## src/hdl/bfa_pkg.sv

```systemverilog
// bfa_pkg: types, codes and helper functions of the bitmap frame allocator
// no dependencies; imported by the interfaces, the engine, the top level and the checker
package bfa_pkg;

  localparam int ADDR_IN_W      = 48;
  localparam int FRAME_ADDR_W   = 24;
  localparam int LIMIT_W        = 13;
  localparam int WORD_W         = 32;
  localparam int BIT_W          = 5;
  localparam int DEF_NUM_FRAMES = 4096;
  localparam int DEF_PAGE_BYTES = 4096;
  localparam logic [LIMIT_W-1:0] LIMIT_RESET = 13'd4096;

  typedef enum logic {
    OP_ALLOC = 1'b0,
    OP_FREE  = 1'b1
  } opcode_t;

  typedef enum logic [1:0] {
    ST_OK           = 2'd0,
    ST_EXHAUSTED    = 2'd1,
    ST_OUT_OF_RANGE = 2'd2
  } status_t;

  typedef enum logic [2:0] {
    S_CLEAR,
    S_IDLE,
    S_SCAN,
    S_FREE_RD,
    S_FREE_WR,
    S_RESP
  } state_t;

  typedef struct packed {
    logic [FRAME_ADDR_W-1:0] frame_address;
    status_t                 status;
  } result_t;

  // position of the lowest set bit, binary search in five steps
  function automatic logic [BIT_W-1:0] lowest_set(input logic [WORD_W-1:0] v);
    logic [WORD_W-1:0] x;
    logic [BIT_W-1:0]  pos;
    x   = v;
    pos = '0;
    if (x[15:0] == 16'd0) begin
      pos[4] = 1'b1;
      x      = x >> 16;
    end
    if (x[7:0] == 8'd0) begin
      pos[3] = 1'b1;
      x      = x >> 8;
    end
    if (x[3:0] == 4'd0) begin
      pos[2] = 1'b1;
      x      = x >> 4;
    end
    if (x[1:0] == 2'd0) begin
      pos[1] = 1'b1;
      x      = x >> 2;
    end
    if (x[0] == 1'b0) begin
      pos[0] = 1'b1;
    end
    return pos;
  endfunction

endpackage

```

## src/hdl/bfa_if.sv

```systemverilog
// bfa_req_if and bfa_rsp_if: valid/ready channels of the frame allocator
// depends on bfa_pkg
interface bfa_req_if;
  import bfa_pkg::*;
  logic                 valid;
  logic                 ready;
  logic                 opcode;
  logic [ADDR_IN_W-1:0] free_address;

  modport source (output valid, output opcode, output free_address, input ready);
  modport sink   (input valid, input opcode, input free_address, output ready);
endinterface

interface bfa_rsp_if;
  import bfa_pkg::*;
  logic                    valid;
  logic                    ready;
  logic [FRAME_ADDR_W-1:0] frame_address;
  logic [1:0]              status;

  modport source (output valid, output frame_address, output status, input ready);
  modport sink   (input valid, input frame_address, input status, output ready);
endinterface

```

## src/hdl/bitmap_frame_allocator_core.sv

```systemverilog
// allocate: bitmap words are read in order until a free bit shows up, at most
// ceil(limit / 32) words (128 at defaults); free reads the word, then writes it back; out of range skips the memory
// requests: one item at a time; the bitmap memory scan reads one word per cycle
// reset: synchronous; a clearing pass over all ceil(NUM_FRAMES / 32) bitmap words (128) marks every frame used,
// no request is taken meanwhile; frame_limit resets to 4096
module bitmap_frame_allocator_core #(
  parameter int NUM_FRAMES = bfa_pkg::DEF_NUM_FRAMES,
  parameter int PAGE_BYTES = bfa_pkg::DEF_PAGE_BYTES
) (
  input  logic                        clk,
  input  logic                        rst,
  input  logic                        cfg_wr_en,
  input  logic [bfa_pkg::LIMIT_W-1:0] cfg_wr_data,
  bfa_req_if.sink                     req,
  bfa_rsp_if.source                   rsp
);
  import bfa_pkg::*;

  logic [LIMIT_W-1:0] frame_limit;
  logic [LIMIT_W-1:0] eff_limit;
  logic               res_valid, res_ready;
  result_t            res;
  logic               out_valid;
  result_t            out_res;

  always_ff @(posedge clk) begin
    if (rst) begin
      frame_limit <= LIMIT_RESET;
    end else if (cfg_wr_en) begin
      frame_limit <= cfg_wr_data;
    end
  end

  assign eff_limit = (32'(frame_limit) > NUM_FRAMES) ? LIMIT_W'(NUM_FRAMES) : frame_limit;

  bfa_engine #(
    .NUM_FRAMES(NUM_FRAMES),
    .PAGE_BYTES(PAGE_BYTES)
  ) u_engine (
    .clk      (clk),
    .rst      (rst),
    .eff_limit(eff_limit),
    .req      (req),
    .res_valid(res_valid),
    .res_ready(res_ready),
    .res      (res)
  );

  // output beat register
  assign res_ready = !out_valid || rsp.ready;

  always_ff @(posedge clk) begin
    if (rst) begin
      out_valid <= 1'b0;
    end else if (res_valid && res_ready) begin
      out_valid <= 1'b1;
    end else if (rsp.ready) begin
      out_valid <= 1'b0;
    end
    if (res_valid && res_ready) begin
      out_res <= res;
    end
  end

  assign rsp.valid         = out_valid;
  assign rsp.frame_address = out_res.frame_address;
  assign rsp.status        = out_res.status;

endmodule

```

## src/hdl/bfa_engine.sv

```systemverilog
// bfa_engine: used-frame bitmap memory with its scan/free sequencer
// depends on bfa_pkg and bfa_req_if
module bfa_engine #(
  parameter int NUM_FRAMES = bfa_pkg::DEF_NUM_FRAMES,
  parameter int PAGE_BYTES = bfa_pkg::DEF_PAGE_BYTES
) (
  input  logic                         clk,
  input  logic                         rst,
  input  logic [bfa_pkg::LIMIT_W-1:0]  eff_limit,
  bfa_req_if.sink                      req,
  output logic                         res_valid,
  input  logic                         res_ready,
  output bfa_pkg::result_t             res
);
  import bfa_pkg::*;

  localparam int MAP_WORDS  = (NUM_FRAMES + 31) / 32;
  localparam int WADDR_W    = (MAP_WORDS > 1) ? $clog2(MAP_WORDS) : 1;
  localparam int CNT_W      = $clog2(MAP_WORDS + 1);
  localparam int PAGE_SHIFT = $clog2(PAGE_BYTES);
  localparam int IDX_W      = WADDR_W + BIT_W;
  localparam int FIDX_W     = ADDR_IN_W - PAGE_SHIFT;

  logic [WORD_W-1:0] mem [MAP_WORDS];
  logic [WORD_W-1:0] rd_data;

  state_t             state, state_next;
  logic [CNT_W-1:0]   word_cnt, word_cnt_next;
  logic               chk_valid, chk_valid_next;
  logic [WADDR_W-1:0] chk_word, chk_word_next;
  logic [WADDR_W-1:0] op_word, op_word_next;
  logic [BIT_W-1:0]   op_bit, op_bit_next;
  result_t            result, result_next;

  logic               wr_en, rd_en;
  logic [WADDR_W-1:0] wr_addr, rd_addr;
  logic [WORD_W-1:0]  wr_data;

  logic [WORD_W-1:0]           freebits;
  logic [BIT_W-1:0]            hit_bit;
  logic [IDX_W-1:0]            hit_idx;
  logic [IDX_W+PAGE_SHIFT-1:0] hit_byte;
  logic                        issue_more;
  logic [FIDX_W-1:0]           free_index;
  logic                        free_oob;

  assign freebits   = ~rd_data;
  assign hit_bit    = lowest_set(freebits);
  assign hit_idx    = {chk_word, hit_bit};
  assign hit_byte   = {hit_idx, {PAGE_SHIFT{1'b0}}};
  assign issue_more = 32'({word_cnt, {BIT_W{1'b0}}}) < 32'(eff_limit);
  assign free_index = req.free_address[ADDR_IN_W-1:PAGE_SHIFT];
  assign free_oob   = free_index >= FIDX_W'(eff_limit);
  assign res        = result;

  always_ff @(posedge clk) begin
    if (wr_en) begin
      mem[wr_addr] <= wr_data;
    end
    if (rd_en) begin
      rd_data <= mem[rd_addr];
    end
  end

  always_ff @(posedge clk) begin
    if (rst) begin
      state     <= S_CLEAR;
      word_cnt  <= '0;
      chk_valid <= 1'b0;
    end else begin
      state     <= state_next;
      word_cnt  <= word_cnt_next;
      chk_valid <= chk_valid_next;
    end
    chk_word <= chk_word_next;
    op_word  <= op_word_next;
    op_bit   <= op_bit_next;
    result   <= result_next;
  end

  always_comb begin
    state_next     = state;
    word_cnt_next  = word_cnt;
    chk_valid_next = 1'b0;
    chk_word_next  = chk_word;
    op_word_next   = op_word;
    op_bit_next    = op_bit;
    result_next    = result;
    wr_en          = 1'b0;
    wr_addr        = '0;
    wr_data        = '0;
    rd_en          = 1'b0;
    rd_addr        = '0;
    req.ready      = 1'b0;
    res_valid      = 1'b0;

    case (state)
      S_CLEAR: begin
        wr_en   = 1'b1;
        wr_addr = word_cnt[WADDR_W-1:0];
        wr_data = '1;
        if (word_cnt == CNT_W'(MAP_WORDS - 1)) begin
          word_cnt_next = '0;
          state_next    = S_IDLE;
        end else begin
          word_cnt_next = word_cnt + 1'b1;
        end
      end
      S_IDLE: begin
        req.ready = 1'b1;
        if (req.valid) begin
          if (req.opcode == OP_ALLOC) begin
            word_cnt_next = '0;
            state_next    = S_SCAN;
          end else begin
            op_word_next = req.free_address[PAGE_SHIFT+BIT_W +: WADDR_W];
            op_bit_next  = req.free_address[PAGE_SHIFT +: BIT_W];
            if (free_oob) begin
              result_next = '{frame_address: '0, status: ST_OUT_OF_RANGE};
              state_next  = S_RESP;
            end else begin
              state_next = S_FREE_RD;
            end
          end
        end
      end
      S_SCAN: begin
        if (chk_valid && (freebits != '0)) begin
          if (32'(hit_idx) < 32'(eff_limit)) begin
            wr_en       = 1'b1;
            wr_addr     = chk_word;
            wr_data     = rd_data | (WORD_W'(1) << hit_bit);
            result_next = '{frame_address: FRAME_ADDR_W'(hit_byte), status: ST_OK};
          end else begin
            result_next = '{frame_address: '0, status: ST_EXHAUSTED};
          end
          state_next = S_RESP;
        end else if (issue_more) begin
          rd_en          = 1'b1;
          rd_addr        = word_cnt[WADDR_W-1:0];
          word_cnt_next  = word_cnt + 1'b1;
          chk_valid_next = 1'b1;
          chk_word_next  = word_cnt[WADDR_W-1:0];
        end else begin
          result_next = '{frame_address: '0, status: ST_EXHAUSTED};
          state_next  = S_RESP;
        end
      end
      S_FREE_RD: begin
        rd_en      = 1'b1;
        rd_addr    = op_word;
        state_next = S_FREE_WR;
      end
      S_FREE_WR: begin
        wr_en       = 1'b1;
        wr_addr     = op_word;
        wr_data     = rd_data & ~(WORD_W'(1) << op_bit);
        result_next = '{frame_address: '0, status: ST_OK};
        state_next  = S_RESP;
      end
      S_RESP: begin
        res_valid = 1'b1;
        if (res_ready) begin
          state_next = S_IDLE;
        end
      end
      default: begin
        state_next = S_IDLE;
      end
    endcase
  end

endmodule

```

## src/flat_wrapper.sv

```systemverilog
// flat-port wrapper written by rule: the top's interface ports become plain ports
module bitmap_frame_allocator_core_flat import bfa_pkg::*;
#(
  parameter int NUM_FRAMES = bfa_pkg::DEF_NUM_FRAMES,
  parameter int PAGE_BYTES = bfa_pkg::DEF_PAGE_BYTES
)
  (clk, rst, cfg_wr_en, cfg_wr_data, req_valid, req_opcode, req_free_address, req_ready, rsp_valid, rsp_frame_address, rsp_status, rsp_ready);
  bfa_req_if req_i ();
  bfa_rsp_if rsp_i ();
  input  logic clk;
  input  logic rst;
  input  logic cfg_wr_en;
  input  logic [bfa_pkg::LIMIT_W-1:0] cfg_wr_data;
  input wire logic [$bits(req_i.valid)-1:0] req_valid;
  input wire logic [$bits(req_i.opcode)-1:0] req_opcode;
  input wire logic [$bits(req_i.free_address)-1:0] req_free_address;
  output wire logic [$bits(req_i.ready)-1:0] req_ready;
  output wire logic [$bits(rsp_i.valid)-1:0] rsp_valid;
  output wire logic [$bits(rsp_i.frame_address)-1:0] rsp_frame_address;
  output wire logic [$bits(rsp_i.status)-1:0] rsp_status;
  input wire logic [$bits(rsp_i.ready)-1:0] rsp_ready;
  assign req_i.valid = req_valid;
  assign req_i.opcode = req_opcode;
  assign req_i.free_address = req_free_address;
  assign req_ready = req_i.ready;
  assign rsp_valid = rsp_i.valid;
  assign rsp_frame_address = rsp_i.frame_address;
  assign rsp_status = rsp_i.status;
  assign rsp_i.ready = rsp_ready;
  bitmap_frame_allocator_core #(.NUM_FRAMES(NUM_FRAMES), .PAGE_BYTES(PAGE_BYTES)) u_core (.clk(clk), .rst(rst), .cfg_wr_en(cfg_wr_en), .cfg_wr_data(cfg_wr_data), .req(req_i), .rsp(rsp_i));
endmodule
```

## config.mk

```make
export PLATFORM = sky130hd
export DESIGN_NAME = bitmap_frame_allocator_core_flat
export DESIGN_NICKNAME = d
export VERILOG_FILES = /design/src/hdl/bfa_pkg.sv /design/src/hdl/bfa_if.sv /design/src/hdl/bitmap_frame_allocator_core.sv /design/src/hdl/bfa_engine.sv /design/src/flat_wrapper.sv
export SDC_FILE = /design/constraint.sdc
export NUM_CORES = 2
export LEC_CHECK = 0
export BUFFER_PORTS_ARGS = -buffer_cell sky130_fd_sc_hd__buf_2
export CORE_ASPECT_RATIO = 1.5
export CORE_MARGIN = 10
export CORE_UTILIZATION = 30
export CTS_CLUSTER_DIAMETER = 80
export CTS_CLUSTER_SIZE = 24
export DETAILED_ROUTE_END_ITERATION = 8
export GPL_ROUTABILITY_DRIVEN = 0
export SETUP_SLACK_MARGIN = 0.5
export SLEW_MARGIN = 20
export SYNTH_ARGS = -nofsm -noshare
export SYNTH_HDL_FRONTEND = slang
export SYNTH_SLANG_ARGS = --single-unit
```

## constraint.sdc

```tcl
create_clock -name clk -period 14.88 [get_ports clk]
set_clock_uncertainty 0.1 [all_clocks]
set_input_delay 0 -clock clk [delete_from_list [all_inputs] [get_ports clk]]
set_output_delay 0 -clock clk [all_outputs]
set_load 0.005 [all_outputs]
```

[Word level (Yosys, flattened, before mapping)]
Memories as Yosys holds them, arrays and structs flattened. A register that Yosys moved wholly into a read port is not among the register bits.
Cells that the tools add are included.
Word-level totals
  memories: 1
  bits in registers: 97
  RAM bits: 4096
  input port bits: 67
Memories
  u_core.u_engine.mem: words 128, bits a word 32, rd ports 1, clocked after memory_dff 1, wr ports 1, line bfa_engine.sv:24  | logic [WORD_W-1:0] mem [MAP_WORDS];
Operators by class
  multiplexer cells: 52
  $lt $le $gt $ge: 4
  reductions and logical operators: 20
  add/subtract/negate cells: 1
  shifts and indexed selects: 2
  equality and inequality tests: 15
  bitwise logic cells: 6
Operator list (number)
  two-way mux 26 bit: 6
  case mux 32 bit (3 select lines): 1
  case mux 26 bit (3 select lines): 1
  two-way mux 32 bit: 2
  inverter 32 bit: 2
  left shift 1 x 5 -> 32 bit, first input constant: 2
  two-way mux 8 bit: 5
  greater-or-equal comparator 36 x 13 -> 1 bit: 1
  two-way mux 7 bit: 5
  AND 32 bit: 1
  OR 32 bit: 1
  nonzero test 32 bit: 1
  two-way mux 3 bit: 8
  case mux 8 bit (3 select lines): 1
  case mux 7 bit (3 select lines): 1
  case mux 3 bit (6 select lines): 1
  zero test 16 bit: 1
  two-way mux 1 bit: 16
  two-way mux 15 bit: 1
  != test 2 bit, second input constant: 7
  case mux 7 bit (2 select lines): 1
  greater-than comparator 13 bit, second input constant: 1
  < comparator 12 x 13 -> 1 bit: 1
  < comparator 13 bit: 1
  other kinds (23): 32

[Logic depth before layout (Yosys ltp)]
  depth after elaboration: 16
  mapped depth: 21

[Cells and area by module]
From an unflattened synthesis, not the netlist that was laid out.
Unflattened totals
  cell total of the unflattened synthesis: 12522
  area, all modules: 168726.8 um2
By module, submodules not included
  bfa_engine: cells an instance 12435, times used 1, seq. area each 125190.1 um2, area each 167344.2 um2
  bitmap_frame_allocator_core: cells an instance 87, times used 1, seq. area each 1061.0 um2, area each 1382.6 um2

[Least setup slack after synthesis]
Ideal clock, no wire load.
  path kind: register to register
  start: register u_core.u_engine.rd_data[9] (read register of u_core.u_engine.mem)
  end: memory u_core.u_engine.mem[0][26], data pin
  arrival time: 10.986 ns
  period minus slack after synthesis: 12.675 ns
  path buffers: 2
  cell stages (with the launch flop): 19
  setup slack: 2.205 ns
  cell sequence: edfxtp_1 nand3_2 or3_4 o31a_1 nand2_1 inv_1 a21oi_1 nand2_1 inv_1 ha_1 a21o_1 a21o_1 a211oi_1 and4_1 a211o_1 buf_2 buf_1 nand2_1 o41ai_1
On the way
  word-level cells in the longest chain between the ends: 15
  elaborated cells between the ends (all ways): 22
  those cells by class: order compare: 1; shift: 1; mux: 12; bitwise: 2; reduce/logical: 6
Ends and longest elaborated chain
  from (decl): line bfa_engine.sv:25  | logic [WORD_W-1:0] rd_data;
  inverter 32 bit (*): line bfa_engine.sv:47  | assign freebits = ~rd_data;
  parallel branches: the longest is 12 deep, another holds < comparator 12 x 13 -> 1 bit
  two-way mux 32 bit (*): line bfa_engine.sv:128  | if (chk_valid && (freebits != '0)) begin
  case mux 32 bit (3 select lines) (*): line bfa_engine.sv:97  | case (state)
  via u_core.u_engine.wr_data[26]: line bfa_engine.sv:37  | logic [WORD_W-1:0] wr_data;
  to (decl): line bfa_engine.sv:24
Mark *: on every way through the listed nets, which the timed path passes.

[Worst setup path after layout]
  start: register u_core.frame_limit[12]
  end: register u_core.u_engine.rd_data[12] (read register of u_core.u_engine.mem), data pin
On the way
  word-level cells in the longest chain between the ends: 6
  elaborated cells between the ends (all ways): 9
  those cells by class: order compare: 2; mux: 7
Ends and longest elaborated chain
  from (decl): line bitmap_frame_allocator_core.sv:19  | logic [LIMIT_W-1:0] frame_limit;
  from (signal assigned): line bitmap_frame_allocator_core.sv:30  | frame_limit <= cfg_wr_data;
  greater-than comparator 13 bit: line bitmap_frame_allocator_core.sv:34  | assign eff_limit = (32'(frame_limit) > NUM_FRAMES) ? LIMIT_W'(NUM_FRAMES) : frame_limit;
  two-way mux 13 bit (*): line bitmap_frame_allocator_core.sv:34
  < comparator 13 bit (*): line bfa_engine.sv:51  | assign issue_more = 32'({word_cnt, {BIT_W{1'b0}}}) < 32'(eff_limit);
  two-way mux 7 bit / two-way mux 1 bit (equally long branches): line bfa_engine.sv:138  | end else if (issue_more) begin
  two-way mux 7 bit / two-way mux 1 bit (equally long branches): line bfa_engine.sv:128
  case mux 7 bit (2 select lines) / case mux 1 bit (2 select lines) (equally long branches): line bfa_engine.sv:97
Mark *: on every way between the ends. The rest lies on a longest branch, timed or not.
A chain may end at the register's enable or synchronous reset.

==> impl_metrics.tcl <==
set metrics [dict create \
    outcome "finished clean" \
    design.die.area_um2 593000 \
    wl_per_cell_um 29.3 \
    p_clk_frac 0.246 \
    clk-insertion-delay-late_ns 0.99 \
    worst_setup_hold_path_clk_slew_ns 0.11 \
    io-pin-count 95 \
    timing.critical_path.cells "inv_1 > nand2_1 > ha_1 > and3_1 > o2111ai_1 > a41o_1 > nand4_4 > clkinv_2 > buf_4 > a21boi_4 > buf_4 > buf_4 > buf_4 > mux2i_1 > o22ai_1 > nor4_1 > nor3_4 > a221oi_1 > o41ai_1" \
    row_count 337 \
    antenna_left 0 \
    drc_errors 0 \
    worstHoldEndpoint "u_core.u_engine.word_cnt[2]$_SDFFE_PP0P_" \
    worstHoldStart "rst" \
    criticalPathCategory "reg -> reg" \
    cts_buffers 201 \
    reg2reg_setup_slack_ns 6.68 \
    power.internal_uw 17800 \
    detailedRoute.firstPassIterationCount 6 \
    post-synth-top-count-cell "edfxtp_1" \
    period_needed_ns 8.20 \
    fraction_of_final_layout_cells_sized_beyond_drive_strength_1 0.0898 \
    drtIter0Drc 14000 \
    r2r_end "u_core.u_engine.rd_data[12]$_DFFE_PP_" \
    p_per_area_nw_per_um2 133 \
    critical-path-slowest-cell "a221oi_1" \
    synth_edf_count 4175 \
    critical_path_buf_inv_count 6 \
    synth_instances 11600 \
    detailed_place_hpwl_mm 301 \
    rsz0062_at_grt "no" \
    cts-htree-levels 4 \
    maximum_number_of_pins_on_one_net_before_global_route_repair 142 \
    yosys_register_bits 4201 \
    utilization 0.332 \
    cp_common_cell "buf_4" \
    first_global_vias 102000 \
    clockRootBuffer "clkbuf_16" \
    cpPeakStageDelay_ns 1.07 \
    relSlewSlack 0.111 \
    ys.warnings.count 0 \
    timing.reg2reg.worst_path_depth 19 \
    arrival_ns 8.78 \
    grt_util_met1 0.207 \
    die_width_um 632 \
    grt_first_pass_wirelength_mm 776 \
    asyncSetResetFlopFracSynth 0 \
    ys.flop_type "edfxtp_1" \
    worst_hold_path_cells 5 \
    synth_area_per_cell_um2 14.5 \
    setup_viol_count_final 0 \
    syn_to_final_growth_pct 10.4 \
    antenna_violations_before_repair 22 \
    report.final.slew_viol_count 0 \
    die_h_um 938 \
    fin_crit_sh 0.551 \
    cts_setup_buffers 0 \
    regToRegStartpoint "u_core.frame_limit[12]$_SDFFE_PP1P_" \
    drv.max_cap_violation_count 0 \
    totalNegativeSetupSlack_ns 0 \
    startpoint_type "flip-flop" \
    synthDominantCellAreaShare 0.743 \
    grt_overflow_total 0 \
    via_per_inst 5.58 \
    cts-root-to-sink-buffers 4 \
    portBuffers 70 \
    worstSetupEndpointType "flip-flop" \
    critical_path_required_ns 15.46 \
    ys_types 86 \
    worst-path-max-fanout 44 \
    seq_area_frac_synth 0.746 \
    starting_density_of_the_core 0.301 \
    cts_tree "yes" \
    critPathTopFamily "buffers and inverters" \
    peakVddDrop_mv 0.141 \
    grt_util_met2 0.304 \
    track_usage 0.179 \
    peak_freq_ghz 0.122 \
    yosysTopAreaCell "edfxtp_1" \
    design.core.area_um2 561000 \
    hold_path.class "in -> reg" \
    synth_top_cells_by_area "edfxtp_1 (74%), mux2i_1 (3.7%), nor3_1 (3.6%), nor2_1 (2.0%), nand2_1 (2.0%)" \
    netlist_area_um2 169000 \
    top_usage_layer "met2" \
    finalHoldViolations 0 \
    detail_route.wirelength_mm 557 \
    post_synth_most_frequent_cells "edfxtp_1 (4175), nor3_1 (1211), nor2_1 (921), nand2_1 (891), mux2i_1 (623)" \
    global_route.usage.met3 0.0245 \
    tightest_slew_ns 1.31 \
    power_leakage_uw 0.0576 \
    path_length_in_cells_of_the_critical_path 19 \
    route.vias.total 106000 \
    finalNetCount 11600 \
    combinationalPowerShare 0.157 \
    clock_sinks 4201 \
    net-switching-power_uw 7020 \
    power_frac_seq 0.597 \
    netSwitchingFraction 0.283 \
]
## stage by stage
stage,setup slack (ns),area [um2],instances,total power (uW),hold slack (ns)
3_5_place_dp,6.97,180000,18700,18900,0.124
6_report,6.68,186000,19000,24800,0.176
3_3_place_gp,6.98,180000,18700,18800,0.133
5_1_grt,6.46,186000,19000,25400,0.211
2_1_floorplan,2.20,169000,11600,17300,-0.00113
4_1_cts,6.96,186000,19000,24800,0.122
## layout make-up
cell class	count	area, um2
Clock buffer	215	5210
Multi-Input combinational cell	6501	40900
Sequential cell	4201	126000
Fill cell	53900	375000
Timing Repair Buffer	597	4790
Antenna cell	13	32.5
Clock inverter	5	66.3
Tap cell	7458	9330
Inverter	25	95.1
## worst max-delay path by stage
stage | slack [ns] | end | start
2_1_floorplan | 2.20 | u_core.u_engine.mem[0][26]$_DFFE_PP_ | u_core.u_engine.rd_data[9]$_DFFE_PP_
3_3_place_gp | 6.98 | u_core.u_engine.rd_data[31]$_DFFE_PP_ | u_core.frame_limit[12]$_SDFFE_PP1P_
3_5_place_dp | 6.97 | u_core.u_engine.rd_data[12]$_DFFE_PP_ | u_core.frame_limit[12]$_SDFFE_PP1P_
4_1_cts | 6.96 | u_core.u_engine.rd_data[12]$_DFFE_PP_ | u_core.frame_limit[12]$_SDFFE_PP1P_
5_1_grt | 6.46 | u_core.u_engine.rd_data[12]$_DFFE_PP_ | u_core.frame_limit[12]$_SDFFE_PP1P_
6_report | 6.68 | u_core.u_engine.rd_data[12]$_DFFE_PP_ | u_core.frame_limit[12]$_SDFFE_PP1P_
## cell usage in the layout, fill, tap and decap left out, types with 118 or more instances in the layout
master and n:
nor2_1 783, or3_1 253, nor2_4 137, nand3_1 258, nor3_1 1170, clkbuf_16 207
o32ai_1 176, nor4_1 118, buf_4 420, nand2_1 882, a211oi_1 119, o211ai_1 131
mux2i_1 623, edfxtp_1 4175, a21oi_1 335, o21ai_0 399
## worst register-to-register path, stage by stage (launching register included)
cell and delay [ns]:
dfxtp_1 0.37, inv_1 0.45, nand2_1 0.24, ha_1 0.37
and3_1 0.18, o2111ai_1 0.15, a41o_1 0.27, nand4_4 0.11
clkinv_2 0.29, buf_4 0.41, a21boi_4 0.53, buf_4 0.66
buf_4 0.75, buf_4 0.75, mux2i_1 0.30, o22ai_1 0.11
nor4_1 0.46, nor3_4 0.20, a221oi_1 1.08, o41ai_1 0.15
## logic make-up (layout without fill, tap and decap cells)
| group | after synthesis | in the layout | synth area share |
|---|---|---|---|
| mux | 629 | 629 | 0.0374 |
| fa+ha+maj | 33 | 33 | 0.00245 |
| other cells | 1 | 25 | 0.0000222 |
| xor+xnor | 4 | 4 | 0.000208 |
| flops | 4201 | 4201 | 0.746 |
| simple gates | 3775 | 3775 | 0.103 |
| buf+inv | 947 | 842 | 0.0238 |
| compound gates | 2048 | 2048 | 0.0868 |
## metal layers
layer / part of all wire / wire length, um
met1: 0.35 / 196000
met2: 0.48 / 270000
met3: 0.078 / 43300
met4: 0.086 / 47700
met5: 0.000095 / 53
## state kept, by name, indices dropped and copies added, names as in the netlist
register	flops
u_core.frame_limit	13
u_core.rsp.status	2
u_core.rsp.frame_address	12
u_core.u_engine.res	14
u_core.u_engine.op_bit	5
u_core.u_engine.chk_valid	1
u_core.u_engine.chk_word	7
u_core.u_engine.word_cnt	8
u_core.u_engine.state	3
u_core.u_engine.rd_data	32
u_core.u_engine.op_word	7
u_core.rsp.valid	1
u_core.u_engine.mem	4096
## power groups by stage
| stage | sequential [uW] | combinational (uW) | clock [uW] |
|---|---|---|---|
| 2_1_floorplan | 15500 | 1810 | 0 |
| 3_3_place_gp | 15100 | 3720 | 0 |
| 3_5_place_dp | 15100 | 3810 | 0 |
| 4_1_cts | 14800 | 3840 | 6170 |
| 5_1_grt | 14800 | 4050 | 6530 |
| 6_report | 14800 | 3900 | 6100 |
## timing repair
item / CTS / global route
endpoints found under the hold margin: 78 / 0
hold buffers: 84 / 0
gates resized for setup: 0 / 0
(Power assumes the default switching activity.)
